$ cat src/design/zbpa_ram.sv
// ---------------------------------------------------------------------------
// zbpa_ram: generic single write, single read RAM
// One write port, one read port with registered read data.
// ---------------------------------------------------------------------------
`default_nettype none

module zbpa_ram #(
   parameter int WIDTH = 8,
   parameter int DEPTH = 16
) (
   input  wire logic                     clock,
   input  wire logic                     we,
   input  wire logic [$clog2(DEPTH)-1:0] waddr,
   input  wire logic [WIDTH-1:0]         wdata,
   input  wire logic                     re,
   input  wire logic [$clog2(DEPTH)-1:0] raddr,
   output      logic [WIDTH-1:0]         rdata
);

   logic [WIDTH-1:0] mem [DEPTH];

   always_ff @(posedge clock) begin
      if (we) begin
         mem[waddr] <= wdata;
      end
      if (re) begin
         rdata <= mem[raddr];
      end
   end

endmodule

`default_nettype wire

$ cat config.mk
export PLATFORM = sky130hd
export DESIGN_NAME = zbpa_ram
export DESIGN_NICKNAME = d
export VERILOG_FILES = /design/src/design/zbpa_ram.sv
export SDC_FILE = /design/constraint.sdc
export NUM_CORES = 1
export LEC_CHECK = 0
export BUFFER_PORTS_ARGS = -buffer_cell sky130_fd_sc_hd__buf_2
export CORE_ASPECT_RATIO = 2
export CORE_MARGIN = 10
export CORE_UTILIZATION = 40
export DETAILED_ROUTE_END_ITERATION = 12
export GPL_ROUTABILITY_DRIVEN = 1
export MAX_ROUTING_LAYER = met4
export PLACE_DENSITY_LB_ADDON = 0.25
export SLEW_MARGIN = 20
export SYNTH_ARGS = -nofsm -noshare
export SYNTH_HDL_FRONTEND = slang
export SYNTH_SLANG_ARGS = --single-unit
$ cat constraint.sdc
create_clock -name clock -period 1.93 [get_ports clock]
set_clock_uncertainty 0.15 [all_clocks]
set_input_delay 0.0965 -clock clock [delete_from_list [all_inputs] [get_ports clock]]
set_output_delay 0.0965 -clock clock [all_outputs]
set_load 0.01 [all_outputs]
---- Word-level counts from Yosys, hierarchy flattened ----
Memory sizes are Yosys's and may differ from the RTL's. A register that Yosys moved wholly into a read port is not among the register bits.
Cells that the tools add are included.
cells by class
  mux-type cells .......................... 2
operators by type and width
  kind    number
  $mux 1  2
storage, ports and cells
  register bits after elaboration ......... 0
  RAM bits ................................ 128
  input port bits ......................... 19
  output and inout port bits .............. 8
  memories ................................ 1
memory list
  memory  words  width  rd ports  clocked after Yosys merged registers in  write ports  line  source
  mem     16     8      1         1                                        1            20    logic [WIDTH-1:0] mem [DEPTH];

---- Longest topological paths before layout ----
  depth in word-level cells ............... 2
  mapped depth ............................ 5

---- Worst setup path after synthesis ----
OpenSTA, ideal clock, no wires.
  kind .................................... in2reg
  from .................................... input port waddr[2]
  to ...................................... memory mem[0][0], enable pin
  library setup time ...................... 0.383 ns
  arrival ................................. 1.206 ns
  required time ........................... 1.397 ns
  setup slack ............................. 0.191 ns
  stages on the path ...................... 2
  path through ............................ or3b_2 -> nor3_1
RTL lines
  element      line  source
  from (decl)  13    input wire logic [$clog2(DEPTH)-1:0] waddr,
  to (decl)    20
No word-level cell before the write port.

==> reports/qor.csv <==
metric,value,unit
status,finished clean,
core area,0.0129,mm^2
sequential cell area fraction in the yosys report,78.1,%
Total Routed Length,9980,um
Via Count,2482,
root buffer cell,clkbuf_16,
number of global-route vias before repair,2733,
crit end category,register,
pwr dens,1090,mW/mm^2
RSZ-0062 raised after global routing,false,
compound-cell area share of the yosys netlist,2.30,%
setup TNS,0,ps
final worst path period need,1590,ps
io pins,27,
r2r setup slk,340,ps
Max-slew headroom,72.1,%
min-delay worst type,in -> reg,
crit-path leading delay family,multiplexers,
simple-gate portion of the synthesized area,3.14,%
worst reg2reg path endpoint,rdata[5]$_DFFE_PP_,
static leakage,2.17,nW
global-route wire length before repair,15300,um
CP Class,reg -> reg,
Mapped Nets,248,
Final Max Slew Viols,0,
post-synthesis mux area share,14.8,%
Synth Area in XOR/XNOR,0,%
Sink Count,136,
nets,315,
Mapped Area,0.00523,mm^2
max-cap violation count,0,
fmax,628,MHz
Worst-path clk slew,60,ps
hold depth,3,
vias per inst,5.38,
drt initial violations,156,
H-tree depth,4,
setup violators final,0,
Worst Path Required,1940,ps
Rows,59,
Yosys Warn Count,0,
"commonest non-fill, non-tap cell in the layout",edfxtp_1,
Crit path arrival time,1600,ps
Longest Clk Path Bufs,2,
Syn-to-layout area delta,21.5,%
Worst Reg-to-Reg Cells,3,
CTS resizes,0,
CTS Buf Count,17,
CTS tree,done,
pre-CTS setup slack,165,ps
crit path buf inv count,0,
fin crit share,82.5,%
hold worst-path end,mem[4][5]$_DFFE_PP_,
Worst path slowest cell,mux4_1,
setup ws final,338,ps
diodes inserted,0,
Critical Path Max Stage Delay,510,ps
largest net degree at the start of global routing,33,
HPWL after detailed placement,7130,um
die area,0.0183,mm^2
clk_lat worst skew,410,ps
Filler cells,1034,
Slew @ Worst Pin,417,ps
WL per Instance,21.6,um
final hold vios,0,
die height,182,um
largest family of logic cells by synthesized area,multiplexers,
reg2reg start,mem[1][5]$_DFFE_PP_,
routability cong.,0.758,
Initial Util,40.5,%
ANT nets after route,0,
Die Span X,101,um
Crit Path Max Fanout,1,
drt drc,0,
GRT overflow,0,
CP Launch Type,register,
share of post-route cells with drive strength above 1,31.4,%
Yosys reg bits,136,
PortBufs,26,
Post-Synth Adder-Cell Area,0,%
Syn Inst Count,229,
Tot GR Track Use,11.8,%
Peak VDD IR,0.000639,V
Pre-Repair DR Iteration Count,5,
most frequent cells in the layout,"136 x edfxtp_1, 26 x buf_2, 21 x buf_4",
crit-path cells,mux4_1 -> a22oi_1 -> nand2_1,
initial antenna violation count,0,
"Distinct cells, synth",18,
post-synthesis area per instance,22.8,um^2
Hold Startpoint,waddr[0],
## cells in the mapped netlist
cell | number | area share (%)
nand3b_1 | 2 | 0.29
a22oi_1 | 16 | 2.3
mux4_1 | 14 | 7.0
nor3_1 | 4 | 0.38
buf_4 | 1 | 0.14
and2b_1 | 1 | 0.14
clkdlybuf4s25_2 | 3 | 0.57
edfxtp_1 | 136 | 78
nand2_1 | 9 | 0.65
nand2b_1 | 2 | 0.24
nor2b_1 | 1 | 0.12
buf_6 | 3 | 0.65
and2_1 | 1 | 0.12
or3b_2 | 1 | 0.17
nor2_1 | 13 | 0.93
mux4_2 | 18 | 7.8
nand3_1 | 1 | 0.096
buf_2 | 3 | 0.29
## through the flow
stage / std cells / total power [mW] / hold slack [ps] / cell area (um^2) / utilization (%)
final: 461 / 6.90 / 85.0 / 6350 / 49.2
after global routing: 461 / 7.10 / 87.3 / 6350 / 49.2
after CTS: 461 / 6.96 / 72.7 / 6350 / 49.2
after detailed placement: 420 / 3.72 / 328 / 5660 / 43.8
after global placement: 420 / 3.71 / 313 / 5660 / 43.8
after floorplan: 229 / 3.58 / 45.4 / 5230 / -
## worst max path at each step
stage | to | from | slack [ps] | cells past startpoint
floorplan | mem[0][0]$_DFFE_PP_ | waddr[2] | 190 | 2
global placement | rdata[2]$_DFFE_PP_ | raddr[0] | 180 | 5
detailed placement | rdata[0]$_DFFE_PP_ | raddr[0] | 170 | 5
CTS | rdata[0]$_DFFE_PP_ | mem[0][0]$_DFFE_PP_ | 320 | 3
global route | rdata[5]$_DFFE_PP_ | mem[0][5]$_DFFE_PP_ | 270 | 3
finish | rdata[5]$_DFFE_PP_ | mem[1][5]$_DFFE_PP_ | 340 | 3
## layout make-up
| cell class | count | area [um^2] | share of cell area (%) |
|---|---|---|---|
| sequential | 136 | 4080 | 64.3 |
| timing repair buffer | 58 | 418 | 6.58 |
| clock inverter | 15 | 175 | 2.76 |
| multi-input combinational | 83 | 1060 | 16.7 |
| tap | 152 | 190 | 3.00 |
| clock buffer | 17 | 425 | 6.70 |
## worst reg2reg max path, stage by stage, from the launching register on
cell and delay (ps):
edfxtp_1 360, mux4_1 510, a22oi_1 240, nand2_1 80
## sequential cells by signal, summed over array words and instances, names as in the netlist
signal,cells
mem,128
rdata,8
## power by group
part           internal, mW  switching (mW)  leakage [nW]
Clock                  2.04            1.20         0.296
Sequential             3.33          0.0163          1.24
Combinational         0.146           0.171         0.641
Total                  5.51            1.39          2.17
## what timing repair did
item                       4_1_cts  5_1_grt
buffers inserted                 0        0
setup endpoints to repair        0        0
hold buffers                     9        0
hold endpoints to repair       136        0
## routing by layer
metal | wire [um] | GRT usage (%)
met1 | 3520 | 11.1
met2 | 5920 | 21.1
met3 | 344 | 3.00
met4 | 190 | 5.80
met5 | 0 | -
## cells by family after synthesis
kind of cell | count (synthesis)
compound gates | 16
buf+inv | 10
flops | 136
mux | 32
simple gates | 35
No activity file was read; power rests on OpenSTA's default activity.
