==> src/design/zbpa_pkg.sv <==
// ---------------------------------------------------------------------------
// zbpa_pkg: shared types and constants of the zoned buddy page allocator
// Frame and list word layouts, item structs, codes and memory request types.
// ---------------------------------------------------------------------------
`default_nettype none

package zbpa_pkg;

   localparam int FRAME_BITS = 14;
   localparam int TOP_ORDER  = 10;
   localparam int NFR        = 1 << FRAME_BITS;
   localparam int LINK_W     = FRAME_BITS + 1;
   localparam int NORD       = TOP_ORDER + 1;
   localparam int NLISTS     = 3 * NORD;
   localparam int LIST_AW    = $clog2(NLISTS);
   localparam int ORDER_W    = 4;
   localparam int ZONE_W     = 2;
   localparam int CFG_W      = 15;
   localparam int CSR_IDX_W  = 3;
   localparam int STATUS_W   = 3;

   // empty list / end of list marker
   localparam logic [LINK_W-1:0] NIL = LINK_W'(1) << FRAME_BITS;

   // configuration register indexes
   localparam logic [CSR_IDX_W-1:0] CSR_DMA_LIMIT    = 3'd0;
   localparam logic [CSR_IDX_W-1:0] CSR_DMA32_BASE   = 3'd1;
   localparam logic [CSR_IDX_W-1:0] CSR_DMA32_LIMIT  = 3'd2;
   localparam logic [CSR_IDX_W-1:0] CSR_NORMAL_BASE  = 3'd3;
   localparam logic [CSR_IDX_W-1:0] CSR_NORMAL_LIMIT = 3'd4;

   // result status codes
   localparam logic [STATUS_W-1:0] RS_OK      = 3'd0;
   localparam logic [STATUS_W-1:0] RS_NOMEM   = 3'd1;
   localparam logic [STATUS_W-1:0] RS_BADZONE = 3'd2;
   localparam logic [STATUS_W-1:0] RS_ORDER   = 3'd3;
   localparam logic [STATUS_W-1:0] RS_OUTSIDE = 3'd4;

   // frame status codes
   localparam logic [1:0] FS_INVALID = 2'd0;
   localparam logic [1:0] FS_FREE    = 2'd1;
   localparam logic [1:0] FS_SPLIT   = 2'd2;
   localparam logic [1:0] FS_ALLOC   = 2'd3;

   localparam logic [ZONE_W-1:0] ZONE_DMA    = 2'd0;
   localparam logic [ZONE_W-1:0] ZONE_DMA32  = 2'd1;
   localparam logic [ZONE_W-1:0] ZONE_NORMAL = 2'd2;

   localparam logic MODE_ALLOC = 1'b0;
   localparam logic MODE_FREE  = 1'b1;

   typedef struct packed {
      logic                  mode;
      logic [ZONE_W-1:0]     zone_select;
      logic [ORDER_W-1:0]    block_order;
      logic [FRAME_BITS-1:0] page_frame;
   } req_item_type;

   typedef struct packed {
      logic [STATUS_W-1:0]   status;
      logic [FRAME_BITS-1:0] granted_frame;
      logic [ZONE_W-1:0]     zone_served;
   } rsp_item_type;

   // per frame metadata and links
   typedef struct packed {
      logic [1:0]         status;
      logic [ORDER_W-1:0] order;
      logic [ZONE_W-1:0]  zone;
      logic [LINK_W-1:0]  prev;
      logic [LINK_W-1:0]  next;
   } frame_word_type;

   typedef struct packed {
      logic [LINK_W-1:0] head;
      logic [LINK_W-1:0] tail;
   } list_word_type;

   typedef struct packed {
      logic                  we;
      logic [FRAME_BITS-1:0] waddr;
      frame_word_type        wdata;
      logic                  re;
      logic [FRAME_BITS-1:0] raddr;
   } frame_req_type;

   typedef struct packed {
      logic               we;
      logic [LIST_AW-1:0] waddr;
      list_word_type      wdata;
      logic               re;
      logic [LIST_AW-1:0] raddr;
   } list_req_type;

   typedef struct packed {
      logic              hit;
      logic [ZONE_W-1:0] zone;
   } zone_hit_type;

   function automatic logic [LIST_AW-1:0] list_index(input logic [ZONE_W-1:0] zone,
                                                     input logic [ORDER_W-1:0] order);
      list_index = LIST_AW'(zone) * LIST_AW'(NORD) + LIST_AW'(order);
   endfunction

endpackage

`default_nettype wire

==> src/design/zbpa_csr.sv <==
// ---------------------------------------------------------------------------
// zbpa_csr: zone bound registers and zone lookup
// Holds the five bound registers and maps a page frame onto its zone.
// ---------------------------------------------------------------------------
`default_nettype none

module zbpa_csr (
   input  wire logic                             clock,
   input  wire logic                             reset,
   input  wire logic                             csr_valid,
   output      logic                             csr_ready,
   input  wire logic [zbpa_pkg::CSR_IDX_W-1:0]   csr_index,
   input  wire logic [zbpa_pkg::CFG_W-1:0]       csr_wdata,
   input  wire logic [zbpa_pkg::FRAME_BITS-1:0]  frame,
   output      zbpa_pkg::zone_hit_type           zone_hit
);

   logic [zbpa_pkg::CFG_W-1:0] dma_limit_ff;
   logic [zbpa_pkg::CFG_W-1:0] dma32_base_ff;
   logic [zbpa_pkg::CFG_W-1:0] dma32_limit_ff;
   logic [zbpa_pkg::CFG_W-1:0] normal_base_ff;
   logic [zbpa_pkg::CFG_W-1:0] normal_limit_ff;
   logic [zbpa_pkg::CFG_W-1:0] frame_ext;

   assign csr_ready = 1'b1;
   assign frame_ext = zbpa_pkg::CFG_W'(frame);

   always_ff @(posedge clock) begin
      if (reset) begin
         dma_limit_ff    <= 15'd4096;
         dma32_base_ff   <= 15'd4096;
         dma32_limit_ff  <= 15'd16384;
         normal_base_ff  <= 15'd16384;
         normal_limit_ff <= 15'd16384;
      end else if (csr_valid) begin
         unique case (csr_index)
            zbpa_pkg::CSR_DMA_LIMIT:    dma_limit_ff    <= csr_wdata;
            zbpa_pkg::CSR_DMA32_BASE:   dma32_base_ff   <= csr_wdata;
            zbpa_pkg::CSR_DMA32_LIMIT:  dma32_limit_ff  <= csr_wdata;
            zbpa_pkg::CSR_NORMAL_BASE:  normal_base_ff  <= csr_wdata;
            zbpa_pkg::CSR_NORMAL_LIMIT: normal_limit_ff <= csr_wdata;
            default: ;
         endcase
      end
   end

   always_comb begin
      zone_hit.hit  = 1'b1;
      zone_hit.zone = zbpa_pkg::ZONE_DMA;
      priority if (frame_ext < dma_limit_ff) begin
         zone_hit.zone = zbpa_pkg::ZONE_DMA;
      end else if (frame_ext >= dma32_base_ff && frame_ext < dma32_limit_ff) begin
         zone_hit.zone = zbpa_pkg::ZONE_DMA32;
      end else if (frame_ext >= normal_base_ff && frame_ext < normal_limit_ff) begin
         zone_hit.zone = zbpa_pkg::ZONE_NORMAL;
      end else begin
         zone_hit.hit = 1'b0;
      end
   end

endmodule

`default_nettype wire

==> config.mk <==
export PLATFORM = sky130hd
export DESIGN_NAME = zbpa_csr
export DESIGN_NICKNAME = d
export VERILOG_FILES = /design/src/design/zbpa_pkg.sv /design/src/design/zbpa_csr.sv
export SDC_FILE = /design/constraint.sdc
export NUM_CORES = 1
export LEC_CHECK = 0
export CAP_MARGIN = 10
export CELL_PAD_IN_SITES_DETAIL_PLACEMENT = 0
export CELL_PAD_IN_SITES_GLOBAL_PLACEMENT = 1
export CORE_MARGIN = 3
export CORE_UTILIZATION = 49
export CTS_BUF_LIST = sky130_fd_sc_hd__clkbuf_8
export CTS_CLUSTER_SIZE = 10
export DETAILED_ROUTE_END_ITERATION = 7
export DONT_BUFFER_PORTS = 1
export PLACE_DENSITY = 0.94
export SLEW_MARGIN = 20
export SYNTH_ARGS = -nofsm -noshare
export SYNTH_HDL_FRONTEND = slang
export SYNTH_SLANG_ARGS = --single-unit
==> constraint.sdc <==
create_clock -name clock -period 2.8 [get_ports clock]
set_input_delay 0.56 -clock clock [delete_from_list [all_inputs] [get_ports clock]]
set_output_delay 0.56 -clock clock [all_outputs]
set_load 0.03 [all_outputs]
* Yosys cells after proc, flatten, opt, wreduce, memory -nomap -nowiden
Index checks and enable logic that the tools add are counted.
** Word-level totals
- Output and inout port bits :: 4
- Word-level logic and storage cells :: 28
- Register bits :: 75
- Input port bits :: 35
** Cells by class
- $lt $le $gt $ge :: 5
- Equal/unequal tests :: 4
- Reduce and logical (&&, ||, !) cells :: 8
- Multiplexer cells :: 6
** Operator list (number)
- $lt 14x15->1 :: 3
- $ge 14x15->1 :: 2
- $reduce_and 2->1 :: 5
- $eq 3x2->1 const B :: 2
- $mux 2 :: 3
- $eq 3x1->1 const B :: 1
- $eq 3x3->1 const B :: 1
- $logic_not 3->1 :: 1
- $mux 1 :: 3
- $logic_and 1x1->1 :: 2

* Longest topological paths before layout
- Depth in word-level cells :: 5
- Mapped depth :: 8
- Depth with buffers taken out :: 8

* Worst setup path before layout
OpenSTA, ideal clock, no wires.
- Path type :: input-to-output
- Start point :: in frame[9] (netlist name)
- End point :: out zone_hit[1] (netlist name)
- Arrival time :: 2302 ps
- Stages on the path :: 7
- Path slack :: -62 ps
- Path buffers :: 0
- Required time :: 2240 ps
- Cells stage by stage :: ha_1 a21o_1 a221oi_1 o21ai_1 a31oi_1 a2111oi_2 nor3_1
** RTL lines
- start: declaration :: line zbpa_csr.sv:14 : input wire logic [zbpa_pkg::FRAME_BITS-1:0] frame,
- end: declaration :: line zbpa_csr.sv:15 : output zbpa_pkg::zone_hit_type zone_hit

==> impl_results.md <==
- Synthesized net count: 673
- Vias in the first global route: 3709
- Fin crit period: 2.916 ns
- Max-slew violations: 0
- PwrDens: 435.4 nW/um^2
- Total Wirelength: 10940 microns
- Chip Width: 99.86 microns
- DP Wirelength: 7702 microns
- Clk sink count: 75
- Yosys warns: 0
- Flop2flop setup slack: 1.98 ns
- Post-Syn Area: 4317 sq um
- Post-synth EDFFs: 0
- Clock root cell: clkbuf_8
- Worst-path fanout max: 2
- Top cells by area, synth: dfxtp_1 35%, ha_1 19%, nand2_1 14%, a21oi_1 11%, inv_1 5.8%
- FF+latch count, synth: 75
- Yosys top cell by area: dfxtp_1
- Crit path kind: reg2out
- Fill count: 799
- CP endpoint kind: output pin
- Crit path launch type: flop
- Final hold violation count: 0
- Min-delay worst type: in2reg
- Largest net degree at the start of global routing: 76
- Register area: 1514 sq um
- Final WS setup: -0.1162 ns
- XOR/XNOR share of the synthesized area: 0%
- Buf/Inv on CP: 2
- Tcrit/Tclk final: 104.1%
- Netlist cell types: 39
- Peak VDD IR: 245.3 uV
- Global-route wire length before repair: 17940 microns
- I/O pin count: 39
- Initial Utilization: 51.50%
- Final Skew: 0 ns
- Layout Cells excl Fill: 678
- Worst-skew pair later-pin latency: 0.34 ns
- Mux share of post-synthesis cell area: 0%
- Router iterations before antenna repair: 5
- Cell family with most CP delay: compound AO/OA/AOI/OAI gates
- Area of the multi-input gates: 2660 sq um
- Synth Instances: 571
- Via density: 5.499
- CP required: 2.24 ns
- Dpl cells: 661
- Worst path cell trace: inv_1 -> ha_1 -> nand2_1 -> o21ai_2 -> a21oi_1 -> o21a_1 -> o31a_1 -> or3b_4 -> buf_12
- Layout Nets: 670
- Comb pwr share: 14.3%
- Leak pwr: 1.777 nW
- NetSw: 0.0005568 W
- Final Power: 0.002091 W
- GPL Wtd Cong: 0.9203
- PortBufs: 0
- Failing checks: setup timing
- Grt total ovfl: 0
- Total track usage: 22.81%
- Largest family of logic cells by synthesized area: simple AND/OR/NAND/NOR gates
- Ys flop type: dfxtp_1
- CTS Buffer Depth: 2
- Outcome: complete, but fails checks
- H-tree levels: 3
- Clk slew on worst S/H paths: 0.08 ns
- WHS: 0.2756 ns
- Setup violations, final: 3
- Tightest Pin Transition: 0.7966 ns
- RSZ-0062 raised after global routing: true
- Slew headroom: 46.75%
- Core ar.: 8382 sq um
- Total number of vias: 3728
- Die ar.: 9972 sq um
- Flop pwr share: 52.7%
- DRC Markers: 0
- Pint: 0.001534 W
- Antenna violations before repair: 0
- Clock share of power: 33.0%
- Fraction of layout cells with a size suffix above 1: 11.69%
- Synthesis-to-layout area growth: 11.25%
- Sw frac: 26.63%
- CP arrival: 2.36 ns
- Fmax: 342.9 MHz
- Routed WL per cell: 16.13 microns
- FFs w/ async S/R, synth: 0%
- Compound-gate portion of the synthesized area: 17.91%
- CTS tree: done
- Post-route ant nets: 0
- Die height: 99.86 microns
- DR iter-0 viols: 159
- Adder-cell area share of the yosys netlist: 19.42%
- Top cell type's share of synthesized area: 34.78%
- Rows: 33
- Synthesized area per cell: 7.560 sq um
- Synth Area in Simple Gates: 19.59%
- Slowest CP cell: or3b_4
- CTS Buf Count: 9
- Register area share after synthesis: 34.78%
- Diodes inserted: 0
- Max-Cap Viols: 0
- CP max stage delay: 0.41 ns
[layout by cell type, fill, tap and decap left out, types with 2 or more instances in the layout]
cell,synthesis,layout
dfxtp_2,0,10
a21o_1,12,12
clkbuf_8,0,9
o22a_1,2,2
buf_4,1,8
ha_1,67,59
o21ai_1,4,2
o21ai_2,0,4
nand2b_1,2,2
nand2_1,160,160
nand4_1,2,2
a211o_1,2,2
and3_1,4,2
inv_1,67,65
o21ai_0,8,6
clkinv_2,0,3
or2_2,2,2
nand3b_1,3,3
dfxtp_1,75,65
a21oi_2,0,4
a21oi_1,92,88
and3_4,0,2
nor2b_1,4,3
nor2_1,11,11
nor3_1,2,2
nand3_1,5,5
a211oi_2,0,2
nand4b_1,3,3
inv_2,0,6
ha_4,0,8
a211oi_1,4,2
[routing by layer]
layer / vias up / GRT usage, % / part of all wire [%]
met5: - / 0 / 0
met4: 0 / 8.613 / 1.8
met3: 17 / 5.142 / 5.2
met2: 91 / 37.40 / 48
met1: 1740 / 29.24 / 45
li1: 1880 / - / -
[power by group through the flow]
stage / Sequential, W / Combinational [W] / Clock (W)
final: 0.00110 / 0.000298 / 0.000690
after global routing: 0.00111 / 0.000338 / 0.000762
after CTS: 0.00110 / 0.000286 / 0.000706
after detailed placement: 0.00113 / 0.000258 / 0
after global placement: 0.00112 / 0.000245 / 0
after floorplan: 0.00112 / 0.000201 / 0
[repair_timing]
item                                    in CTS  in global routing
setup buffers                                1                  0
pin swaps                                   19                 10
hold buffers                                 0                  0
endpoints found under the setup margin       3                  3
resized for setup                           38                  8
cloned                                       0                  0
[state kept, by name, summed over array words and instances (netlist names)]
name / cells
dma32_limit_ff: 15
dma32_base_ff: 15
dma_limit_ff: 15
normal_base_ff: 15
normal_limit_ff: 15
[cell type report]
| type | instances | share of cell area [%] |
|---|---|---|
| sequential | 75 | 31.53 |
| tap | 105 | 2.736 |
| inverter | 67 | 5.237 |
| multi-input combinational | 405 | 55.39 |
| clock inverter | 7 | 0.6253 |
| clock buffer | 9 | 2.579 |
| timing repair buffer | 10 | 1.902 |
[cell usage after synthesis, types with 3 or more instances]
library cell and n:
a21o_1 12, o21ai_1 4, clkbuf_1 16, a211oi_1 4, a21oi_1 92, and3_1 4, nor2b_1 4, nand3_1 5
nand3b_1 3, nor2_1 11, o21ai_0 8, ha_1 67, nand4b_1 3, dfxtp_1 75, buf_2 7, inv_1 67
nand2_1 160
[cells by family after synthesis]
group,after synthesis
flops,75
fa+ha+maj,67
other cells,1
simple gates,202
compound gates,135
buf+inv,91
[metrics by stage]
step | utilization (%) | worst slack (ns) | setup TNS, ns | cell area [sq um]
floorplan | - | -0.06227 | -0.06227 | 4319
global placement | 52.83 | -0.07479 | -0.1024 | 4428
detailed placement | 52.83 | -0.1367 | -0.2807 | 4428
CTS | 56.83 | -0.1235 | -0.2396 | 4763
global route | 57.29 | -0.2314 | -0.6188 | 4802
finish | 57.29 | -0.1162 | -0.2808 | 4802
[worst paths after layout]
kind / start / endpoint / depth (start not counted)
max: dma_limit_ff[2]$_SDFFE_PP0P_ / zone_hit[2] / 9
min reg2reg: normal_limit_ff[13]$_SDFFE_PP0P_ / normal_limit_ff[13]$_SDFFE_PP0P_ / 2
min: reset / normal_base_ff[2]$_SDFFE_PP0P_ / 1
max reg2reg: dma_limit_ff[12]$_SDFFE_PP1P_ / dma_limit_ff[12]$_SDFFE_PP1P_ / 3
Power figures use the tool's default switching activity.
